<file path="config.mk">
export PLATFORM = sky130hd
export DESIGN_NAME = sldb_count_bank
export DESIGN_NICKNAME = d
export VERILOG_FILES = /design/src/rtl/core/sldb_pkg.sv /design/src/rtl/core/sldb_count_bank.sv
export SDC_FILE = /design/constraint.sdc
export NUM_CORES = 1
export LEC_CHECK = 0
export ABC_AREA = 1
export BUFFER_PORTS_ARGS = -buffer_cell sky130_fd_sc_hd__buf_2
export CORE_MARGIN = 8
export CORE_UTILIZATION = 64
export DETAILED_ROUTE_END_ITERATION = 12
export GPL_TIMING_DRIVEN = 1
export HOLD_SLACK_MARGIN = 0.03
export PLACE_DENSITY_LB_ADDON = 0.05
export RECOVER_POWER = 25
export SYNTH_ARGS = -nofsm -noshare
export SYNTH_HDL_FRONTEND = slang
export SYNTH_SLANG_ARGS = --single-unit
</file>
<file path="constraint.sdc">
create_clock -name clk -period 2.23 [get_ports clk]
set_input_delay 0.1115 -clock clk [delete_from_list [all_inputs] [get_ports clk]]
set_output_delay 0.1115 -clock clk [all_outputs]
set_load 0.01 [all_outputs]
</file>
<file path="src/rtl/core/sldb_pkg.sv">
// ============================================================================
// sldb_pkg
// Shared constants, codes and control structs for the lattice death-birth
// step block.
// ============================================================================
package sldb_pkg;

  // Grid geometry (row and column counts are powers of two)
  localparam int GRID_ROWS  = 64;
  localparam int GRID_COLS  = 64;
  localparam int MAX_KINDS  = 4;
  localparam int ROW_W      = $clog2(GRID_ROWS);
  localparam int COL_W      = $clog2(GRID_COLS);
  localparam int CELL_TOTAL = GRID_ROWS * GRID_COLS;
  localparam int CELL_AW    = $clog2(CELL_TOTAL);
  localparam int CELL_NM1   = CELL_TOTAL - 1;

  // Field widths
  localparam int KIND_W = 3;
  localparam int CNT_W  = 13;
  localparam int Q_W    = 16;
  localparam int WORD_W = 64;
  localparam int CIDX_W = 3;

  // Death test datapath widths
  localparam int PROD_W = Q_W + CNT_W + 1;
  localparam int ACC_W  = PROD_W + 2;
  localparam int CMP_W  = ACC_W + 2;

  // Request codes
  typedef enum logic [1:0] {
    REQ_LOAD   = 2'd0,
    REQ_UPDATE = 2'd1,
    REQ_REPORT = 2'd2,
    REQ_NONE   = 2'd3
  } req_code_t;

  // Configuration register indexes
  localparam logic [CIDX_W-1:0] CFG_KINDS = 3'd0;
  localparam logic [CIDX_W-1:0] CFG_BASE  = 3'd1;
  localparam logic [CIDX_W-1:0] CFG_IROW1 = 3'd2;
  localparam logic [CIDX_W-1:0] CFG_IROW2 = 3'd3;
  localparam logic [CIDX_W-1:0] CFG_IROW3 = 3'd4;
  localparam logic [CIDX_W-1:0] CFG_IROW4 = 3'd5;

  // Controller states
  typedef enum logic [2:0] {
    S_CLEAR,
    S_IDLE,
    S_TARGET,
    S_PICK,
    S_DEATH,
    S_WRITE,
    S_REPORT
  } state_t;

  // Death unit request and response
  typedef struct packed {
    logic              start;
    logic [Q_W-1:0]    draw;
    logic [Q_W-1:0]    base;
    logic [WORD_W-1:0] terms;
    logic [KIND_W-1:0] kinds;
  } dth_req_t;

  typedef struct packed {
    logic done;
    logic dies;
  } dth_res_t;

  // Count bank update
  typedef struct packed {
    logic              en;
    logic [KIND_W-1:0] old_kind;
    logic [KIND_W-1:0] new_kind;
  } cnt_upd_t;

endpackage

</file>
<file path="src/rtl/core/sldb_count_bank.sv">
// ============================================================================
// sldb_count_bank
// Running count per cell content, updated on every write-back of a cell.
// ============================================================================
module sldb_count_bank (
  input  logic                        clk,
  input  logic                        rst_n,
  input  sldb_pkg::cnt_upd_t          upd,
  input  logic [sldb_pkg::KIND_W-1:0] rd_sel,
  output logic [sldb_pkg::CNT_W-1:0]  rd_data
);
  import sldb_pkg::*;

  logic [CNT_W-1:0] cnt_r   [MAX_KINDS+1];
  logic [CNT_W-1:0] cnt_nxt [MAX_KINDS+1];

  // old content loses one, new content gains one (cancels when equal)
  always_comb begin
    for (int j = 0; j <= MAX_KINDS; j++) begin
      cnt_nxt[j] = cnt_r[j];
      if (upd.en) begin
        if (upd.new_kind == KIND_W'(j)) cnt_nxt[j] = cnt_nxt[j] + CNT_W'(1);
        if (upd.old_kind == KIND_W'(j)) cnt_nxt[j] = cnt_nxt[j] - CNT_W'(1);
      end
    end
  end

  // all cells start empty
  always_ff @(posedge clk) begin
    if (!rst_n) begin
      for (int j = 0; j <= MAX_KINDS; j++) begin
        cnt_r[j] <= (j == 0) ? CNT_W'(CELL_TOTAL) : '0;
      end
    end else begin
      for (int j = 0; j <= MAX_KINDS; j++) begin
        cnt_r[j] <= cnt_nxt[j];
      end
    end
  end

  assign rd_data = (rd_sel <= KIND_W'(MAX_KINDS)) ? cnt_r[rd_sel] : '0;

endmodule

</file>
==> run metrics <==
Detailed Route Iter0 Violations=631; cell count after synthesis=1167; WP data required=2.49 ns; Post-CTS Hold Fix Bufs=0; Worst R2R Setup Slack=0.17 ns; Die Height=118 um; share of cells above drive strength 1=11.2%; PnR Total Power=0.00340 W; CTS Buffer Depth=2; Max Clock Freq=0.485 GHz; # nets final=1207; CP max FO=5; Slew headroom=57.8%; Cell variety after synth=46; Pre-Repair DR Iteration Count=5; CTS tree=done; largest registers=cnt_r x65; HP Class=in2reg; VDD IR max=0.391 mV; average size of a mapped cell=5.66 um^2; min Tclk post-route=2.06 ns; number of diodes=0; pwr dens=478 mW/mm^2; DR WL/cell=14.0 um; final WL=18600 um; Mapped Area=0.00660 mm^2; Reg with most FFs=cnt_r; initial antenna violation count=0; Hold Vio Cnt, Final=0; CTS clk-pin slew, worst paths=0.08 ns; worst-case reg-to-reg path depth=11; hold_sp=rst_n; Clk Latency, worst-skew pair=0.38 ns; CP Launch Type=register; crit path kind=reg2reg; status=finished clean; core occupancy in the finished layout=69.7%; residual DRC count=0; Worst Hold Depth=3; final hold slack=0.108 ns; Final Max Tran Viols=0; H-tree Lvls=3; starting density of the core=64.8%; Die X-Extent=118 um; Max Cap Violations=0; area delta synth->final=7.52%; Via density=5.54; main flop type after synthesis=dfxtp_1; Leakage=3.51 nW; Seq cells post-synth=65; Setup crit end kind=register; Root Buffer=clkbuf_8; Finished Layout Cells=1326; GPL Wtd Cong=0.953; die area=0.0138 mm^2; Remaining Overflow, GRT=0; HPWL after DPL=14200 um; placed cells=1310; Setup violations, final=0; CORE AREA=0.0102 mm^2; IO buf count=24; sequential area share after synthesis=19.7%; first-pass GRT wire length=31400 um; number of global-route vias before repair=6665; I/O pin count=25; CP Data Arrival Time=2.32 ns; vias=7342; largest net degree at the start of global routing=93; Placed Instance Area=0.00689 mm^2; Largest register FFs=65; row cnt=37; clk_skew=0.00887 ns; Num CTS Buffers=9; pin slew with the least headroom to its limit=0.633 ns; # clock sinks=65; Post-synth EDFFs=0; Routed Antenna Nets=0; Final Cycle Share=92.5%; design area=0.00710 mm^2; r2r endpoint=cnt_r[1][8]$_SDFFE_PN0P_; Synth Net Count=1189; all-layer global routing usage=27.1%; async set-reset flop share out of synthesis=0%; synth warn=0; launching point of the worst reg2reg path=cnt_r[1][1]$_SDFFE_PN0P_; Hold EP=cnt_r[2][3]$_SDFFE_PN0P_
==> critical path, stage by stage, from the launching register on <==
cell and delay, ns:
dfxtp_1 0.41, ha_1 0.27, o21ai_2 0.20, ha_1 0.18, inv_1 0.04, nor2_1 0.13
nand2_1 0.12, nor2_4 0.16, nand2_1 0.10, nor2_1 0.12, xor2_1 0.15, a21oi_1 0.07
==> cells in the mapped netlist, drive strengths merged (5+ instances only) <==
cell,instances,area share (%)
nand2,364,22
inv,174,10
nand3,127,10
nor2,119,9.2
o21ai,91,7.0
a21oi,85,6.7
dfxtp,65,20
clkbuf,25,1.4
nand4,23,2.3
xor2,20,2.9
nor3,18,1.7
ha,10,1.9
buf,8,0.80
a31oi,7,0.66
o211ai,5,0.57
==> metal layers <==
metal,vias up,share of wire [%],GRT usage (%)
met2,235,47,45.6
met1,3246,44,32.2
li1,3812,-,-
met3,49,5.9,5.56
met4,0,3.4,13.0
met5,-,0,0
==> what timing repair did <==
item / in CTS / in global routing
gates resized for setup: 0 / 7
setup endpoints to repair: 0 / 10
setup buffers: 0 / 0
==> power breakdown <==
| part | switching [W] | internal [W] |
|---|---|---|
| Clock | 0.000495 | 0.000522 |
| Sequential | 0.000108 | 0.00125 |
| Combinational | 0.000690 | 0.000334 |
==> cell type report <==
class	instances	area [um^2]
clock buffers	14	183
fillers	988	3080
flip-flops and latches	65	1300
clock inverters	2	10.0
inverters	174	658
well taps	136	170
repair buffers	40	260
multi-input cells	895	4520
==> cell usage in the layout (no fill, tap or decap), drive strengths merged, types with 5 or more instances in the layout <==
cell type / count
o21ai: 91
nand4: 23
xor2: 20
o211ai: 5
nand3: 127
clkbuf: 16
nor3: 18
inv: 174
nand2: 364
a31oi: 7
a21oi: 85
buf: 38
dfxtp: 65
nor2: 119
ha: 10
==> logic make-up after synthesis <==
| logic type | Yosys count | synth area share (%) |
|---|---|---|
| AND/OR/NAND/NOR | 657 | 45.7 |
| XOR/XNOR | 24 | 3.52 |
| AO/OA/AOI/OAI | 204 | 17.0 |
| buffers and inverters | 207 | 12.2 |
| flip-flops | 65 | 19.7 |
| adder cells (fa/ha/maj) | 10 | 1.89 |
==> worst max path at each step <==
stage | slack, ns | start | endpoint
after floorplan | 0.29 | upd[2] | cnt_r[1][8]$_SDFFE_PN0P_
after global placement | 0.20 | cnt_r[3][1]$_SDFFE_PN0P_ | cnt_r[3][12]$_SDFFE_PN0P_
after detailed placement | 0.12 | upd[0] | cnt_r[4][10]$_SDFFE_PN0P_
after CTS | 0.13 | cnt_r[4][0]$_SDFFE_PN0P_ | cnt_r[4][10]$_SDFFE_PN0P_
after global routing | -0.005 | cnt_r[1][1]$_SDFFE_PN0P_ | cnt_r[1][8]$_SDFFE_PN0P_
final | 0.17 | cnt_r[1][1]$_SDFFE_PN0P_ | cnt_r[1][8]$_SDFFE_PN0P_
==> per-stage QoR <==
step / TNS, ns / setup WS, ns
global route: -0.00490 / -0.00490
global placement: 0 / 0.199
CTS: 0 / 0.126
finish: 0 / 0.167
detailed placement: 0 / 0.124
floorplan: 0 / 0.292
Power figures use the tool's default switching activity.
