--- src/rtl/core/sldb_pkg.sv ---
// ============================================================================
// sldb_pkg
// Shared constants, codes and control structs for the lattice death-birth
// step block.
// ============================================================================
package sldb_pkg;

  // Grid geometry (row and column counts are powers of two)
  localparam int GRID_ROWS  = 64;
  localparam int GRID_COLS  = 64;
  localparam int MAX_KINDS  = 4;
  localparam int ROW_W      = $clog2(GRID_ROWS);
  localparam int COL_W      = $clog2(GRID_COLS);
  localparam int CELL_TOTAL = GRID_ROWS * GRID_COLS;
  localparam int CELL_AW    = $clog2(CELL_TOTAL);
  localparam int CELL_NM1   = CELL_TOTAL - 1;

  // Field widths
  localparam int KIND_W = 3;
  localparam int CNT_W  = 13;
  localparam int Q_W    = 16;
  localparam int WORD_W = 64;
  localparam int CIDX_W = 3;

  // Death test datapath widths
  localparam int PROD_W = Q_W + CNT_W + 1;
  localparam int ACC_W  = PROD_W + 2;
  localparam int CMP_W  = ACC_W + 2;

  // Request codes
  typedef enum logic [1:0] {
    REQ_LOAD   = 2'd0,
    REQ_UPDATE = 2'd1,
    REQ_REPORT = 2'd2,
    REQ_NONE   = 2'd3
  } req_code_t;

  // Configuration register indexes
  localparam logic [CIDX_W-1:0] CFG_KINDS = 3'd0;
  localparam logic [CIDX_W-1:0] CFG_BASE  = 3'd1;
  localparam logic [CIDX_W-1:0] CFG_IROW1 = 3'd2;
  localparam logic [CIDX_W-1:0] CFG_IROW2 = 3'd3;
  localparam logic [CIDX_W-1:0] CFG_IROW3 = 3'd4;
  localparam logic [CIDX_W-1:0] CFG_IROW4 = 3'd5;

  // Controller states
  typedef enum logic [2:0] {
    S_CLEAR,
    S_IDLE,
    S_TARGET,
    S_PICK,
    S_DEATH,
    S_WRITE,
    S_REPORT
  } state_t;

  // Death unit request and response
  typedef struct packed {
    logic              start;
    logic [Q_W-1:0]    draw;
    logic [Q_W-1:0]    base;
    logic [WORD_W-1:0] terms;
    logic [KIND_W-1:0] kinds;
  } dth_req_t;

  typedef struct packed {
    logic done;
    logic dies;
  } dth_res_t;

  // Count bank update
  typedef struct packed {
    logic              en;
    logic [KIND_W-1:0] old_kind;
    logic [KIND_W-1:0] new_kind;
  } cnt_upd_t;

endpackage

--- src/rtl/core/sldb_death_unit.sv ---
// ============================================================================
// sldb_death_unit
// Serial death test: one interaction product per cycle, then one compare.
// ============================================================================
module sldb_death_unit (
  input  logic                        clk,
  input  logic                        rst_n,
  input  sldb_pkg::dth_req_t          req,
  input  logic [sldb_pkg::CNT_W-1:0]  cnt,
  output logic [sldb_pkg::KIND_W-1:0] cnt_sel,
  output sldb_pkg::dth_res_t          res
);
  import sldb_pkg::*;

  logic                     busy_r;
  logic                     done_r;
  logic                     prod_v_r;
  logic [KIND_W-1:0]        idx_r;
  logic [KIND_W-1:0]        kinds_r;
  logic [WORD_W-1:0]        terms_r;
  logic signed [PROD_W-1:0] prod_r;
  logic signed [ACC_W-1:0]  acc_r;
  logic signed [CMP_W-1:0]  lhs_r;

  logic signed [Q_W:0]      diff;
  logic signed [CMP_W-1:0]  lhs_nxt;
  logic signed [CMP_W-1:0]  rhs;
  logic signed [Q_W-1:0]    term;
  logic signed [PROD_W-1:0] prod_nxt;
  logic                     more;

  // (draw - base) * (N - 1); both sides of the test divided by 2^14
  assign diff    = $signed({1'b0, req.draw}) - $signed({1'b0, req.base});
  assign lhs_nxt = CMP_W'(diff) * $signed(CMP_W'(CELL_NM1));

  // interaction term of kind idx+1 times its count
  assign term     = $signed(terms_r[{idx_r[1:0], 4'b0000} +: Q_W]);
  assign prod_nxt = term * $signed({1'b0, cnt});
  assign cnt_sel  = idx_r + KIND_W'(1);
  assign more     = (idx_r != kinds_r);

  always_ff @(posedge clk) begin
    if (!rst_n) begin
      busy_r   <= 1'b0;
      done_r   <= 1'b0;
      prod_v_r <= 1'b0;
    end else begin
      done_r <= 1'b0;
      if (req.start) begin
        busy_r   <= 1'b1;
        prod_v_r <= 1'b0;
      end else if (busy_r) begin
        prod_v_r <= more;
        if (!more && !prod_v_r) begin
          busy_r <= 1'b0;
          done_r <= 1'b1;
        end
      end
    end
  end

  // datapath
  always_ff @(posedge clk) begin
    if (req.start) begin
      idx_r   <= '0;
      kinds_r <= req.kinds;
      terms_r <= req.terms;
      lhs_r   <= lhs_nxt;
      acc_r   <= '0;
    end else if (busy_r) begin
      if (more) begin
        prod_r <= prod_nxt;
        idx_r  <= idx_r + KIND_W'(1);
      end
      if (prod_v_r) begin
        acc_r <= acc_r + ACC_W'(prod_r);
      end
    end
  end

  // interaction sum carries weight 4 against the scaled draw
  assign rhs      = CMP_W'(acc_r) <<< 2;
  assign res.done = done_r;
  assign res.dies = (lhs_r < rhs);

endmodule

--- config.mk ---
export PLATFORM = sky130hd
export DESIGN_NAME = sldb_death_unit
export DESIGN_NICKNAME = d
export VERILOG_FILES = /design/src/rtl/core/sldb_pkg.sv /design/src/rtl/core/sldb_death_unit.sv
export SDC_FILE = /design/constraint.sdc
export NUM_CORES = 1
export LEC_CHECK = 0
export ABC_AREA = 1
export BUFFER_PORTS_ARGS = -buffer_cell sky130_fd_sc_hd__buf_4
export CORE_ASPECT_RATIO = 0.6
export CORE_MARGIN = 1
export CORE_UTILIZATION = 30
export DETAILED_ROUTE_END_ITERATION = 7
export PLACE_DENSITY = 0.48
export SLEW_MARGIN = 10
export SYNTH_ARGS = -nofsm -noshare
export SYNTH_HDL_FRONTEND = slang
export SYNTH_SLANG_ARGS = --single-unit
--- constraint.sdc ---
create_clock -name clk -period 7.55 [get_ports clk]
set_input_delay 0.755 -clock clk [delete_from_list [all_inputs] [get_ports clk]]
set_output_delay 0.755 -clock clk [all_outputs]
set_load 0.03 [all_outputs]
==> results_dict.tcl, run 1 <==
set metrics [dict create \
    maxCapViolCount 0 \
    synth.distinct_cells 60 \
    grt_pass1_wl_mm 102 \
    r2r_cells 25 \
    worst_pin_slew_ns 1.12 \
    cts_hold_buf 0 \
    nets 3398 \
    start_kind "input pin" \
    yosysSeqAreaShare_pct 20.1 \
    synth_top_area_share_pct 28.0 \
    period_needed_ns 7.23 \
    grt_antenna_before_repair 0 \
    final_cells 3743 \
    core_area_sq_um 73900 \
    cpMaxStageDelayCell "fa_1" \
    n_fill_cell 7706 \
    worstSetupPathType "in2reg" \
    end_kind "flip-flop" \
    place.gp.congestion 0.932 \
    placed_cell_area_sq_um 24800 \
    wl_per_cell_um 17.2 \
    tns_ns 0 \
    vias 17300 \
    yosys.area.top_type "fa_1" \
    cts_made_buffers 17 \
    ys_top_cells_by_area "fa_1 28%, edfxtp_1 17%, ha_1 13%" \
    r2r_start "idx_r[0]" \
    clkSinkCount 163 \
    status "finished clean" \
    hold_viol 0 \
    max_freq_mhz 138 \
    layout_common_cells "637 x inv_1, 422 x nand2_1, 314 x fa_1, 226 x ha_1, 193 x nor2_1" \
    endpoint "lhs_r[25]" \
    port_buffers 119 \
    placed_cells 3711 \
    place_hpwl_mm 55.8 \
    slowest_delay_ns 0.54 \
    pin_count 120 \
    cts_root_buf "clkbuf_16" \
    timing.rr.end "prod_r[19]" \
    drt-vias-per-instance 4.62 \
    fin_skew_ns 0.0151 \
    clkTransAtPathRegs_ns 0.08 \
    holdPathStages 1 \
    slew_viol_final 0 \
    layout_commonest_cell "inv_1" \
    worstPathMaxFanout 7 \
    grt_max_degree 60 \
    groute.usage.overall_pct 17.4 \
    synth_warnings 0 \
    fp-row-count 77 \
    ys_seq_elements 163 \
    drt_first_pass_iters 5 \
    n_antenna_cell 0 \
    fin_area_sq_um 25400 \
    setup_viol 0 \
    drt_iter0_drc 1287 \
    synth_ff_type "edfxtp_1" \
    slew-limit-headroom_pct 25.0 \
    gr-total-overflow 0 \
    whs_ns 0.459 \
    syn_area_sq_um 22500 \
    fin_crit_sh_pct 95.7 \
    syn_to_final_growth_pct 12.8 \
    drt-total-wl_mm 64.4 \
    antenna_left 0 \
    clock_latency_ns 0.46 \
    die_w_um 355 \
    drc 0 \
    cts_buffer_depth 2 \
    start_util_pct 30.4 \
    synthesis.instances 2606 \
    cp.arrival_ns 7.44 \
    synth_edf_count 125 \
    dieArea_sq_um 76100 \
    grt_pass1_vias 17400 \
    synth_area_per_cell_sq_um 8.63 \
    layout-drive-gt1-share_pct 9.43 \
    syn_nets 3261 \
    cts_tree "done" \
    required_ns 7.76 \
    htreeDepth 4 \
    die_h_um 214 \
    async_reset_ff_share_pct 0 \
    startpoint "req[67]" \
    hp-class "reg2reg" \
    rrSetupSlack_ns 0.73 \
]
-- stage by stage --
| stage | util (%) | worst slack [ns] |
|---|---|---|
| 2_1_floorplan | - | 0.980 |
| 6_report | 34.3 | 0.324 |
| 3_5_place_dp | 33.5 | -0.0571 |
| 4_1_cts | 34.3 | 0.402 |
| 3_3_place_gp | 33.5 | -0.0973 |
| 5_1_grt | 34.3 | -0.00143 |
-- sequential cells by signal, indices dropped and copies added (netlist names) --
name	cells
lhs_r	28
acc_r	32
prod_v_r	1
terms_r	64
idx_r	3
busy_r	1
done_r	1
kinds_r	3
prod_r	30
-- logic make-up after synthesis --
logic type	synth area share (%)
xor+xnor	4.71
flops	20.1
buf+inv	11.6
simple gates	14.8
compound gates	8.31
fa+ha+maj	40.5
-- worst max-delay path: cells and delay by family --
family                     cells  cell delay [ns]
adders and majority gates      9             3.30
and+or+nand+nor                5             0.68
xor gates and xnor gates       3             0.58
buffers and inverters          6             0.49
AOI/OAI and AO/OA              7             1.60
-- routing by layer --
metal / track usage (%) / vias up / wire (um)
li1: - / 8375 / -
met1: 30.0 / 8379 / 36400
met2: 20.6 / 506 / 22100
met3: 4.75 / 28 / 5500
met4: 2.00 / 0 / 374
met5: 0 / - / 0
-- cell usage after synthesis (all sizes together), types with 2 or more instances --
cell type,count
xnor2,44
nor2,203
buf,6
a2111oi,2
o21a,12
fa,314
nand2,444
a21o,11
inv,650
o211ai,8
o221ai,3
o21bai,10
a21boi,3
o22ai,3
edfxtp,125
clkbuf,29
dfxtp,38
nand3,94
nand4,15
a221oi,2
clkinv,8
nor4,7
a21oi,150
o21ai,77
a31o,7
a31oi,14
o221a,2
xor2,68
nand3b,2
nor3,14
a211oi,3
o32ai,6
ha,226
-- repair_timing --
action,in CTS,in global routing
endpoints found under the hold margin,0,0
resized for setup,0,1
setup buffers,0,0
endpoints found under the setup margin,0,2
-- how the worst min path moves through the flow --
stage / startpoint / end / slack, ns
after CTS: req[34] / terms_r[31] / 0.44
after detailed placement: prod_v_r / done_r / 0.45
after global placement: prod_v_r / done_r / 0.44
final: prod_v_r / done_r / 0.46
after global routing: req[53] / terms_r[50] / 0.44
after floorplan: prod_v_r / done_r / 0.42
-- cell type report --
type / instances / area [sq um] / share of cell area (%)
multi-input combinational: 1750 / 15400 / 60.6
sequential: 163 / 4510 / 17.8
inverter: 658 / 2470 / 9.74
tap: 987 / 1230 / 4.87
timing repair buffer: 153 / 1170 / 4.63
clock buffer: 17 / 425 / 1.68
clock inverter: 15 / 180 / 0.710
Power of run 1 is not shown: default switching activity piles up to over one toggle a cycle in this logic, so the estimate is an artifact.
==> inputs of run 2 (changes only) <==
CORE_MARGIN = 8   (was 1)
==> results_dict.tcl, run 2 (synthesis gave the netlist of run 1 again) <==
set metrics [dict create \
    status "finished clean" \
    die_w_um 369 \
    slew-limit-headroom_pct 38.1 \
    core_area_sq_um 73900 \
    clkSinkCount 163 \
    setup_viol 0 \
    vias 17500 \
    gr-total-overflow 0 \
    drt_iter0_drc 1392 \
    grt_setup_unrepaired "no" \
    rrSetupSlack_ns 0.48 \
    drt_first_pass_iters 5 \
    clock_latency_ns 0.46 \
    fin_crit_sh_pct 95.1 \
    timing.rr.end "prod_r[29]" \
    r2r_cells 23 \
    grt_antenna_before_repair 0 \
    start_kind "input pin" \
    maxCapViolCount 0 \
    drt-vias-per-instance 4.69 \
    grt_pass1_vias 17800 \
    cts_tree "done" \
    cts_hold_buf 0 \
    slew_viol_final 0 \
    hp-class "in2reg" \
    layout_common_cells "637 x inv_1, 422 x nand2_1, 314 x fa_1, 226 x ha_1, 193 x nor2_1" \
    syn_to_final_growth_pct 12.3 \
    end_kind "flip-flop" \
    utilization_pct 34.2 \
    die_h_um 228 \
    cts_buffer_depth 2 \
    groute.usage.overall_pct 15.6 \
    layout_commonest_cell "inv_1" \
    worstPathMaxFanout 6 \
    n_fill_cell 7629 \
    regArea_sq_um 4510 \
    drc 0 \
    period_needed_ns 7.18 \
    reg_top3 "terms_r x64, acc_r x32, prod_r x30" \
    required_ns 7.73 \
    pin_count 120 \
    holdPathStages 1 \
    hold_end "terms_r[14]" \
    antenna_left 0 \
    port_buffers 119 \
    fin_skew_ns 0.0241 \
    fp-row-count 77 \
    grt_pass1_wl_mm 104 \
    place_hpwl_mm 57.8 \
    worst_pin_slew_ns 0.918 \
    r2r_start "idx_r[0]" \
    grt_max_degree 65 \
    ctsResizeCount 0 \
    drt-total-wl_mm 66.0 \
    start_util_pct 30.4 \
    cp.arrival_ns 7.36 \
    cts_made_buffers 17 \
    wl_per_cell_um 17.7 \
    worstSetupPathType "in2reg" \
    layout-drive-gt1-share_pct 9.13 \
    tns_ns 0 \
    n_antenna_cell 0 \
    place.gp.congestion 0.938 \
    post_cts_buffers 0 \
    multi_input_area_sq_um 15400 \
    nets 3390 \
    clkTransAtPathRegs_ns 0.08 \
    htreeDepth 4 \
    hold_viol 0 \
    largest_register_ffs 64 \
    dieArea_sq_um 84200 \
    regMostFlops "terms_r" \
    cts_root_buf "clkbuf_16" \
    min_from "req[17]" \
    max_freq_mhz 139 \
]
-- run 2: cell count changes in the layout (fill, tap and decap cells not counted), sizes merged --
cell | previous run | this run
buf | 153 | 145
clkinvlp | 0 | 4
inv | 660 | 657
clkinv | 12 | 10
clkbuf | 17 | 18
-- run 2: worst max path at each step --
stage                     startpoint         to  cells after the start
after floorplan              req[83]  lhs_r[25]                     30
after global placement       req[67]  lhs_r[24]                     27
after detailed placement     req[69]  lhs_r[24]                     28
after CTS                    req[69]  lhs_r[24]                     28
after global routing         req[69]  lhs_r[24]                     28
final                        req[69]  lhs_r[24]                     28
-- run 2: area by class of cell --
class	count	share of cell area, %
Tap cell	987	4.89
Sequential cell	163	17.9
Clock inverter	14	0.560
Clock buffer	18	1.74
Timing Repair Buffer	145	4.31
Inverter	658	9.78
Multi-Input combinational cell	1750	60.8
-- run 2: critical path: stages --
cell and delay [ns]:
buf_4 0.08, inv_1 0.03, ha_1 0.35, a21oi_1 0.21
nand2_2 0.11, nand2_2 0.07, nand2_2 0.11, a31oi_1 0.36
xnor2_2 0.23, ha_1 0.36, ha_1 0.24, nor2_2 0.23
inv_1 0.11, xor2_1 0.18, ha_1 0.33, fa_1 0.49
fa_1 0.54, inv_1 0.05, fa_1 0.47, inv_1 0.04
ha_1 0.34, a21oi_1 0.31, o21ai_0 0.18, a21oi_1 0.35
o21ai_0 0.23, a21oi_1 0.26, o21ai_0 0.14, xor2_1 0.19
-- run 2: layer usage --
metal / GRT usage [%] / routed length (um) / vias to the layer above
li1: - / - / 8353
met1: 26.1 / 36600 / 8537
met2: 19.1 / 23100 / 610
met3: 4.77 / 6120 / 29
met4: 1.51 / 211 / 0
met5: 0 / 0 / -
-- run 2: stage by stage --
stage,instance area (sq um),worst slack [ns],hold slack (ns),cells
2_1_floorplan,22500,0.980,0.421,2606
3_3_place_gp,24700,0.168,0.441,3703
3_5_place_dp,24700,0.0298,0.470,3703
4_1_cts,25300,0.498,0.449,3735
5_1_grt,25300,0.0258,0.442,3735
6_report,25300,0.368,0.469,3735
Power of run 2 is left out for the same reason.
